**config.mk**
```make
export PLATFORM = sky130hd
export DESIGN_NAME = pes_ctrl
export DESIGN_NICKNAME = d
export VERILOG_FILES = /design/src/hdl/pes_pkg.sv /design/src/hdl/pes_ctrl.sv
export SDC_FILE = /design/constraint.sdc
export NUM_CORES = 1
export LEC_CHECK = 0
export CORE_AREA = 2 2 39 41
export DETAILED_ROUTE_END_ITERATION = 10
export DIE_AREA = 0 0 41 43
export DONT_BUFFER_PORTS = 1
export SYNTH_ARGS = -nofsm -noshare
export SYNTH_HDL_FRONTEND = slang
export SYNTH_SLANG_ARGS = --single-unit
```
**constraint.sdc**
```tcl
create_clock -name clock -period 4 [get_ports clock]
set_clock_uncertainty 0.05 [all_clocks]
set_input_delay 0.8 -clock clock [delete_from_list [all_inputs] [get_ports clock]]
set_output_delay 0.8 -clock clock [all_outputs]
set_load 0.03 [all_outputs]
```
**src/hdl/pes_pkg.sv**
```systemverilog
// ----------------------------------------------------------------------------
// pes_pkg
// Shared widths, codes and controller/datapath handshake types for the
// packed element store.
// ----------------------------------------------------------------------------
`default_nettype none

package pes_pkg;

   localparam int WORD_BITS      = 64;
   localparam int OFF_BITS       = 6;
   localparam int INDEX_BITS     = 16;
   localparam int SIZE_BITS      = 7;
   localparam int COUNT_BITS     = 17;
   localparam int POS_BITS       = INDEX_BITS + SIZE_BITS;
   localparam int WORD_IDX_BITS  = POS_BITS - OFF_BITS;
   localparam int CSR_INDEX_BITS = 4;
   localparam int CSR_DATA_BITS  = 32;

   localparam logic [SIZE_BITS-1:0]  SIZE_RESET  = SIZE_BITS'(4);
   localparam logic [SIZE_BITS-1:0]  SIZE_MAX    = SIZE_BITS'(WORD_BITS);
   localparam logic [COUNT_BITS-1:0] COUNT_RESET = '0;

   typedef enum logic [CSR_INDEX_BITS-1:0] {
      CSR_ALPHABET_SIZE = 4'd0,
      CSR_ELEM_COUNT    = 4'd1
   } csr_index_type;

   typedef enum logic {
      ACT_READ  = 1'b0,
      ACT_WRITE = 1'b1
   } action_type;

   typedef enum logic {
      STAT_DONE  = 1'b0,
      STAT_RANGE = 1'b1
   } status_type;

   typedef struct packed {
      logic load;
      logic check;
      logic access;
      logic publish;
   } cmd_type;

   typedef struct packed {
      logic out_of_range;
   } stat_type;

endpackage

`default_nettype wire

```
**src/hdl/pes_ctrl.sv**
```systemverilog
// ----------------------------------------------------------------------------
// pes_ctrl
// Sequencer: accept, range check and bank read, read-modify-write, publish.
// ----------------------------------------------------------------------------
`default_nettype none

module pes_ctrl (
   input  wire logic              clock,
   input  wire logic              reset,
   input  wire logic              req_valid,
   output logic                   req_ready,
   output logic                   rsp_valid,
   input  wire logic              rsp_ready,
   output pes_pkg::cmd_type       cmd,
   input  wire pes_pkg::stat_type stat
);

   typedef enum logic [1:0] {
      ST_IDLE,
      ST_CHECK,
      ST_ACCESS,
      ST_FINISH
   } state_type;

   state_type state_ff, state_in;
   logic      rsp_valid_ff, rsp_valid_in;
   logic      slot_free;

   assign slot_free = !rsp_valid_ff || rsp_ready;

   always_comb begin
      cmd          = '0;
      state_in     = state_ff;
      rsp_valid_in = rsp_valid_ff && !rsp_ready;
      case (state_ff)
         ST_IDLE: begin
            if (req_valid) begin
               cmd.load = 1'b1;
               state_in = ST_CHECK;
            end
         end
         ST_CHECK: begin
            cmd.check = 1'b1;
            state_in  = stat.out_of_range ? ST_FINISH : ST_ACCESS;
         end
         ST_ACCESS: begin
            cmd.access = 1'b1;
            state_in   = ST_FINISH;
         end
         ST_FINISH: begin
            if (slot_free) begin
               cmd.publish  = 1'b1;
               rsp_valid_in = 1'b1;
               state_in     = ST_IDLE;
            end
         end
         default: begin
            state_in = ST_IDLE;
         end
      endcase
   end

   always_ff @(posedge clock) begin
      if (reset) begin
         state_ff     <= ST_IDLE;
         rsp_valid_ff <= 1'b0;
      end else begin
         state_ff     <= state_in;
         rsp_valid_ff <= rsp_valid_in;
      end
   end

   assign req_ready = (state_ff == ST_IDLE);
   assign rsp_valid = rsp_valid_ff;

endmodule

`default_nettype wire

```
* After elaboration in Yosys (flattened, before gate mapping)
Cells that the tools add are included.
** Cells by class
- Reductions and logical operators :: 6
- Equal/unequal tests :: 5
- Muxes and demuxes :: 12
** Operators with widths (number)
- 1-bit 2-to-1 mux :: 9
- 2-bit one-hot mux with 4 select lines :: 1
- 2-bit equality test (second input constant) :: 2
- 2-bit 2-to-1 mux :: 2
- 2-bit inequality test (second input constant) :: 2
- 2-bit by 1-bit equality test with 1-bit output (second input constant) :: 1
- 1-bit logical NOT :: 2
- 2-bit logical NOT :: 1
- 2-bit AND reduction :: 1
- 1-bit logical AND :: 1
- 1-bit logical OR :: 1
** Storage, ports and cells
- Word-level logic and storage cells :: 25
- Flip-flop bits (word level) :: 3

* Logic depth before layout (Yosys ltp)
Gate-level depths: netlist of the first run.
- Depth in word-level cells :: 4
- Depth in mapped cells :: 5
- Mapped depth without buffers :: 5

* Worst setup path before layout of the first run
OpenSTA, ideal clock, no wires.
- Path kind :: in2out
- Start :: in rsp_ready
- End :: out cmd[0] (netlist name)
- Arrival time :: 1.324 ns
- Cell stages on the path :: 2
- Path slack :: 1.826 ns
- Path through :: inv_1 a21boi_1
** RTL lines
- start: declaration :: line pes_ctrl.sv:13 : input wire logic rsp_ready,
- end: declaration :: line pes_ctrl.sv:14 : output pes_pkg::cmd_type cmd,

==> impl_metrics.tcl, run 1 <==
set metrics [dict create \
    crit_path_end_kind "output pin" \
    start_util 0.165 \
    postLayoutSetupSlackWorst_ps 1600 \
    cts_tree "built" \
    power_leakage_uw 0.000110 \
    port_buffers 0 \
    max_cap_violations 0 \
    synth_fa_ha_area_frac 0.220 \
    synth_area_um2 228 \
    ctsLongestPathBuffers 2 \
    rsz0062_at_grt "no" \
    clockRootBuffer "clkbuf_4" \
    rows 14 \
    muxShareOfSynthArea 0 \
    diodes 0 \
    vias_per_cell 4.36 \
    post-place-ws_ps 1800 \
    antenna_found_initial 0 \
    netlist.area_leader.share 0.264 \
    rr_endpoint "state_ff[0]" \
    worstSetupStartpoint "state_ff[0]" \
    fp.dieW_um 41 \
    post-cts-setup-buffer-count 0 \
    h-tree-depth 1 \
    layout_common_cells "inv_1, ha_1, nor2b_1, clkbuf_4, dfxtp_1" \
    dieArea_mm2 0.00176 \
    die_h_um 43 \
    final_util 0.198 \
    layout.nets 38 \
    worst_slew_pin_slew_ps 626 \
    antenna_violating_nets_post_route 0 \
    startpoint_type "flop" \
    synth_cell_types 14 \
    clk_latency_ps 230 \
    final_area_um2 274 \
    r2r_cells 5 \
    overflow 0 \
    grt_pass1_wl_um 848 \
    powerDensity_mw_per_mm2 703 \
    nFillCells 166 \
    drc 0 \
    endpoint "cmd[3]" \
    drv_slew 0 \
    synth_xor_area_frac 0 \
    ys_ff_latch 3 \
    synth-simple-area-share 0.181 \
    path_max_fanout 5 \
    numCtsBuffers 3 \
    ioPinCount 11 \
    finalSetupViolCount 0 \
    timing.fmax_mhz 416 \
    rrSetupSlack_ps 2200 \
    synthesis.nets 33 \
    syn_to_final_growth_pct 20.3 \
    drtPass1Iterations 1 \
    synth_top_family_by_area "compound AO/OA/AOI/OAI gates" \
    grt_max_degree 6 \
    fin_crit_ps 2400 \
    worst-setup-path-type "flop to output pin" \
    drive_gt1_frac 0.214 \
    synth.area.top_cells "dfxtp_1, ha_1, nor2b_1" \
    rr_startpoint "state_ff[0]" \
    ir_drop_v 0.000148 \
    ys_warn_count 0 \
    setup_tns_ps 0 \
    status "finished clean" \
    total_power_uw 193 \
    clkTransAtPathRegs_ps 40 \
    drt_wl_total_um 493 \
    num_vias 192 \
    dp_hpwl_um 386 \
    synth_compound_area_frac 0.269 \
    slew-limit-headroom 0.582 \
    grt_pass1_vias 208 \
    ys_seq_area_frac 0.264 \
    synthCells 24 \
    globalplace.congestion 0.592 \
    required_ps 3150 \
    min_path_type "flop to flop" \
    ctsResizeCount 0 \
    hold_viol 0 \
    core_mm2 0.00138 \
    wl_per_cell_um 11.2 \
    drtIter0Drc 0 \
    synth_top_area_cell "dfxtp_1" \
    fin_crit_sh 0.600 \
    holdBufCountCts 0 \
    grt_usage 0.0802 \
    syn_avg_cell_area_um2 9.49 \
    clkSinkCount 3 \
    dpl_cell_area_um2 248 \
    arrival_ps 1550 \
]
-- routing by layer --
layer  routed length (µm)  global-route usage  up-vias
li1                     -                   -       91
met4                    0              0.0200        0
met1                  173              0.0671       90
met2                  225               0.109       11
met5                    0                   0        -
met3                   94               0.110        0
-- worst min path at each step --
stage | depth (start not counted) | endpoint | startpoint | slack, ps
global placement | 2 | state_ff[0] | state_ff[0] | 530
CTS | 2 | state_ff[0] | state_ff[0] | 550
global route | 1 | state_ff[0] | reset | 560
finish | 2 | state_ff[0] | state_ff[0] | 540
detailed placement | 2 | state_ff[0] | state_ff[0] | 540
floorplan | 2 | state_ff[0] | state_ff[0] | 500
-- registers in the layout, summed over array words and instances (netlist names) --
| signal | cells |
|---|---|
| rsp_valid | 1 |
| state_ff | 2 |
-- cell usage after synthesis --
library cell,n
ha_1,4
inv_1,4
dfxtp_1,3
nor2b_1,3
a2111oi_2,1
a211oi_2,1
a21boi_1,1
a21oi_1,1
and2_1,1
and3b_4,1
nor2_1,1
o21ai_1,1
o21bai_1,1
o41ai_1,1
-- stage by stage --
stage                     std cells  hold WS [ps]
after CTS                        44           548
final                            44           543
after global routing             44           558
after detailed placement         40           544
after global placement           40           533
after floorplan                  24           495
-- logic make-up (layout without fill, tap and decap cells) --
kind of cell,count (synthesis),count (layout)
DFF,3,3
and+or+nand+nor,6,6
buffers and inverters,4,8
adders and majority gates,4,4
AOI/OAI and AO/OA,7,7
-- power breakdown --
| group | total, µW | internal (µW) | switching (µW) |
|---|---|---|---|
| logic | 91.3 | 28.3 | 63.0 |
| registers | 46.7 | 37.5 | 9.18 |
| clock network | 54.6 | 37.5 | 17.1 |
| total | 193 | 103 | 89.3 |
-- layout make-up --
type	count	area (µm²)	share of cell area
multi-input combinational	17	153	0.557
tap	16	20.0	0.0731
clock buffer	4	26.3	0.0959
inverter	4	15.0	0.0548
sequential	3	60.1	0.219
-- critical path: stages (launching register included) --
cell     delay, ps
dfxtp_1        320
inv_1          140
ha_1           450
and2_1         400
(Power assumes the default switching activity.)
==> run 2, diff against run 1 <==
Settings changed: ABC_AREA from default to 1.
Clock period 4 ns to 1.9 ns, I/O delays scaled along.
==> impl_metrics.tcl, run 2 <==
set metrics [dict create \
    num_vias 185 \
    drv_slew 0 \
    drt_wl_total_um 384 \
    port_buffers 0 \
    dieArea_mm2 0.00176 \
    drtIter0Drc 1 \
    layout.nets 46 \
    arrival_ps 1260 \
    globalplace.congestion 0.567 \
    min_path_type "input port to flop" \
    ir_drop_v 0.000425 \
    grt_max_degree 6 \
    h-tree-depth 1 \
    muxShareOfSynthArea 0 \
    synth_compound_area_frac 0.0947 \
    synth_xor_area_frac 0 \
    path_max_fanout 5 \
    clockRootBuffer "clkbuf_4" \
    regMostFlops "state_ff" \
    synth_area_um2 211 \
    synthArstFlopShare 0 \
    status "finished clean" \
    clkTransAtPathRegs_ps 40 \
    drtPass1Iterations 2 \
    ys_warn_count 0 \
    hold_viol 0 \
    rrSetupSlack_ps 610 \
    ys.flop_type "dfxtp_1" \
    nFillCells 171 \
    fin_crit_ps 1690 \
    antenna_found_initial 0 \
    ys_ff_latch 3 \
    post-place-ws_ps 312 \
    dp_hpwl_um 352 \
    crit_path_end_kind "output pin" \
    grt_pass1_wl_um 531 \
    rsz0062_at_grt "no" \
    rows 14 \
    drive_gt1_frac 0.167 \
    dpl.cell_count 48 \
    min_path_cells 1 \
    post-cts-setup-buffer-count 0 \
    synth.area.top_cells "dfxtp_1, ha_1, inv_1" \
    ioPinCount 11 \
    diodes 0 \
    syn_to_final_growth_pct 26.6 \
    grt_pass1_vias 154 \
    largest_reg_flops 2 \
    ctsLongestPathBuffers 2 \
    numCtsBuffers 3 \
    worst_slew_pin_slew_ps 371 \
    grt_usage 0.0502 \
    synth_top_area_cell "dfxtp_1" \
    netlist.area_leader.share 0.284 \
    worst-setup-path-type "flop to output pin" \
    finalSetupViolCount 0 \
    overflow 0 \
    timing.fmax_mhz 590 \
    postLayoutSetupSlackWorst_ps 205 \
    die_h_um 43 \
    max_cap_violations 0 \
    synth_cell_types 7 \
    ys_seq_area_frac 0.284 \
    power_leakage_uw 0.000137 \
    synth_fa_ha_area_frac 0.237 \
    startpoint_type "flop" \
    cts_tree "built" \
    synth_top_family_by_area "simple AND/OR/NAND/NOR gates" \
    powerDensity_mw_per_mm2 1950 \
    setup_tns_ps 0 \
    antenna_violating_nets_post_route 0 \
    required_ps 1470 \
    synth-edff-count 0 \
    core_mm2 0.00138 \
    drc 0 \
    layout.cells.non_filler 52 \
    synth-simple-area-share 0.243 \
    fin_crit_sh 0.892 \
    vias_per_cell 3.56 \
    synth_common_cells "inv_1, nand2_1, a21oi_1, ha_1" \
    slew-limit-headroom 0.752 \
    start_util 0.153 \
    synthCells 31 \
    syn_avg_cell_area_um2 6.82 \
    r2r_cells 6 \
    fp.dieW_um 41 \
    wl_per_cell_um 7.38 \
    layout_common_cells "inv_1, nand2_1, a21oi_1" \
    clk_latency_ps 230 \
    clkSinkCount 3 \
    synthesis.nets 40 \
    fin_hold_ws_ps 168 \
]
[run 2: cell count changes in the layout (fill, tap and decap cells not counted), moves of 3 or more]
| cell | previous run | this run |
|---|---|---|
| nand2_1 | 0 | 8 |
| inv_1 | 4 | 8 |
| nor2b_1 | 3 | 0 |
| a21oi_1 | 1 | 4 |
| nand3_1 | 0 | 3 |
[run 2: report_power, final]
group / switching [µW] / total, µW / internal [µW] / leakage, µW
sequential: 33.3 / 121 / 87.6 / 0.0000246
combinational: 203 / 294 / 91.0 / 0.0000974
clock: 28.1 / 106 / 78.3 / 0.0000150
total: 264 / 521 / 257 / 0.000137
[run 2: per-stage QoR]
| step | power (µW) | utilization | cell area [µm²] |
|---|---|---|---|
| after floorplan | 372 | - | 211 |
| after global placement | 408 | 0.173 | 239 |
| after detailed placement | 412 | 0.173 | 239 |
| after CTS | 523 | 0.192 | 265 |
| after global routing | 567 | 0.193 | 268 |
| final | 521 | 0.193 | 268 |
[run 2: kinds of logic (layout without fill, tap and decap cells)]
group | Yosys count | count (layout)
simple gates | 12 | 12
buf+inv | 8 | 13
fa+ha+maj | 4 | 4
compound gates | 4 | 4
flops | 3 | 3
[run 2: worst max-delay path, cell delays in order (launching register included)]
cell and delay (ps):
dfxtp_1 330, inv_1 110, ha_2 310, nand2_1 70, inv_1 210
[run 2: what timing repair did]
action | 4_1_cts | 5_1_grt
resized for setup | 0 | 1
endpoints found under the setup margin | 0 | 1
hold buffers | 0 | 0
[run 2: final cells by class]
cell class	count	area, µm²	share of cell area
Sequential cell	3	60.1	0.224
Inverter	8	30.0	0.112
Timing Repair Buffer	1	7.51	0.0280
Tap cell	16	20.0	0.0748
Multi-Input combinational cell	20	124	0.463
Clock buffer	4	26.3	0.0981
[run 2: layer usage]
layer / vias up / part of all wire / global-route usage
met3: 0 / 0.063 / 0.0157
met2: 7 / 0.53 / 0.0656
li1: 104 / - / -
met5: - / 0 / 0
met4: 0 / 0 / 0.0800
met1: 74 / 0.40 / 0.0449
[run 2: final timing paths]
path / startpoint / to
hold reg to reg: state_ff[0] / state_ff[0]
hold / removal: reset / rsp_valid
setup reg to reg: state_ff[1] / state_ff[0]
setup / recovery: state_ff[0] / cmd[3]
==> run 3, diff against run 2 <==
Settings changed: RECOVER_POWER from default to 100.
Clock period 1.9 ns to 1.5 ns, I/O delays scaled along.
==> impl_metrics.tcl, run 3 (synthesis gave the netlist of run 2 again) <==
set metrics [dict create \
    rsz0062_at_grt "no" \
    timing.critical_path.buf_inv 2 \
    clk_latency_ps 230 \
    crit_path_end_kind "output pin" \
    h-tree-depth 1 \
    fin_crit_ps 1430 \
    layout.nets 49 \
    wl_per_cell_um 6.98 \
    grt_max_degree 6 \
    max_cap_violations 0 \
    fp.dieW_um 41 \
    finalSetupViolCount 0 \
    rows 14 \
    final_util 0.209 \
    vias_per_cell 3.65 \
    cp_slowest_cell "dfxtp_4" \
    final_area_um2 289 \
    regMostFlops "state_ff" \
    dieArea_mm2 0.00176 \
    drtPass1Iterations 2 \
    final_common_cell "nand2_1" \
    path_cells "ha_2, inv_1, a21oi_1, buf_4" \
    drc 0 \
    slew-limit-headroom 0.753 \
    clkSinkCount 3 \
    diodes 0 \
    drt_wl_total_um 384 \
    startpoint_type "flop" \
    worst-setup-path-type "flop to output pin" \
    num_vias 201 \
    syn_to_final_growth_pct 36.7 \
    antenna_found_initial 0 \
    clockRootBuffer "clkbuf_4" \
    powerDensity_mw_per_mm2 2400 \
    overflow 0 \
    dpl_cell_area_um2 262 \
    worst_slew_pin_slew_ps 372 \
    dp_hpwl_um 318 \
    setup_tns_ps 0 \
    die_h_um 43 \
    grt_pass1_vias 170 \
    holdBufCountCts 0 \
    ctsLongestPathBuffers 2 \
    slowest_delay_ps 350 \
    min_path_type "input port to flop" \
    ir_drop_v 0.000501 \
    timing.fmax_mhz 699 \
    core_mm2 0.00138 \
    port_buffers 0 \
    drtIter0Drc 1 \
    required_ps 1150 \
    numCtsBuffers 3 \
    nFillCells 162 \
    cts_tree "built" \
    status "finished clean" \
    largest_reg_flops 2 \
    power_leakage_uw 0.000144 \
    drive_gt1_frac 0.282 \
    path_delay_family "flip-flops" \
    hold_viol 0 \
    drv_slew 0 \
    arrival_ps 1080 \
    ioPinCount 11 \
    grt_pass1_wl_um 593 \
    fin_crit_sh 0.954 \
    globalplace.congestion 0.624 \
    start_util 0.153 \
    path_max_fanout 5 \
    antenna_violating_nets_post_route 0 \
    grt_usage 0.0561 \
    layout_common_cells "nand2_1, inv_1, a21oi_1" \
    clkTransAtPathRegs_ps 30 \
]
## run 3: power by group
group / total (µW) / internal, µW / switching, µW / leakage [µW]
combinational: 394 / 122 / 272 / 0.000103
sequential: 164 / 128 / 36.2 / 0.0000259
clock: 137 / 99.4 / 37.7 / 0.0000150
total: 695 / 349 / 346 / 0.000144
## run 3: metrics by stage
step / std cells / setup slack (ps) / power [µW] / hold slack (ps)
6_report: 55 / 68.6 / 695 / 82.9
5_1_grt: 55 / 4.57 / 753 / 83.2
4_1_cts: 55 / 1.13 / 713 / 75.5
3_5_place_dp: 51 / 220 / 562 / 325
3_3_place_gp: 51 / 247 / 562 / 322
2_1_floorplan: 31 / 67.9 / 471 / 319
## run 3: worst paths after layout
| path | startpoint | endpoint | slack [ps] | cells past startpoint |
|---|---|---|---|---|
| setup / recovery | state_ff[0] | cmd[0] | 70 | 4 |
| hold / removal | reset | state_ff[1] | 80 | 1 |
| setup reg to reg | state_ff[0] | state_ff[0] | 360 | 7 |
| hold reg to reg | rsp_valid | rsp_valid | 430 | 2 |
## run 3: area by class of cell
class                           count  area, µm²  area share
Multi-Input combinational cell     20        124       0.429
Tap cell                           16       20.0      0.0693
Clock buffer                        4       26.3      0.0909
Inverter                            8       30.0       0.104
Timing Repair Buffer                4       21.3      0.0736
Sequential cell                     3       67.6       0.234
## run 3: worst reg2reg max path: stages (launching register included)
cell     delay, ps
dfxtp_4        350
inv_1           70
ha_2           200
nand2_1         70
nand2_1         80
inv_1           70
nand2_1         50
a21oi_1        130
## run 3: per-layer routing
| layer | share of wire | global-route usage | wire (µm) |
|---|---|---|---|
| met5 | 0 | 0 | 0 |
| met4 | 0 | 0.0800 | 0 |
| met3 | 0.068 | 0.0314 | 26 |
| met2 | 0.56 | 0.0813 | 214 |
| met1 | 0.37 | 0.0383 | 143 |
## run 3: timing repair
action | CTS | global route
endpoints found under the setup margin | 2 | 1
buffers inserted | 0 | 0
gates resized for setup | 2 | 5
pin swaps | 0 | 0
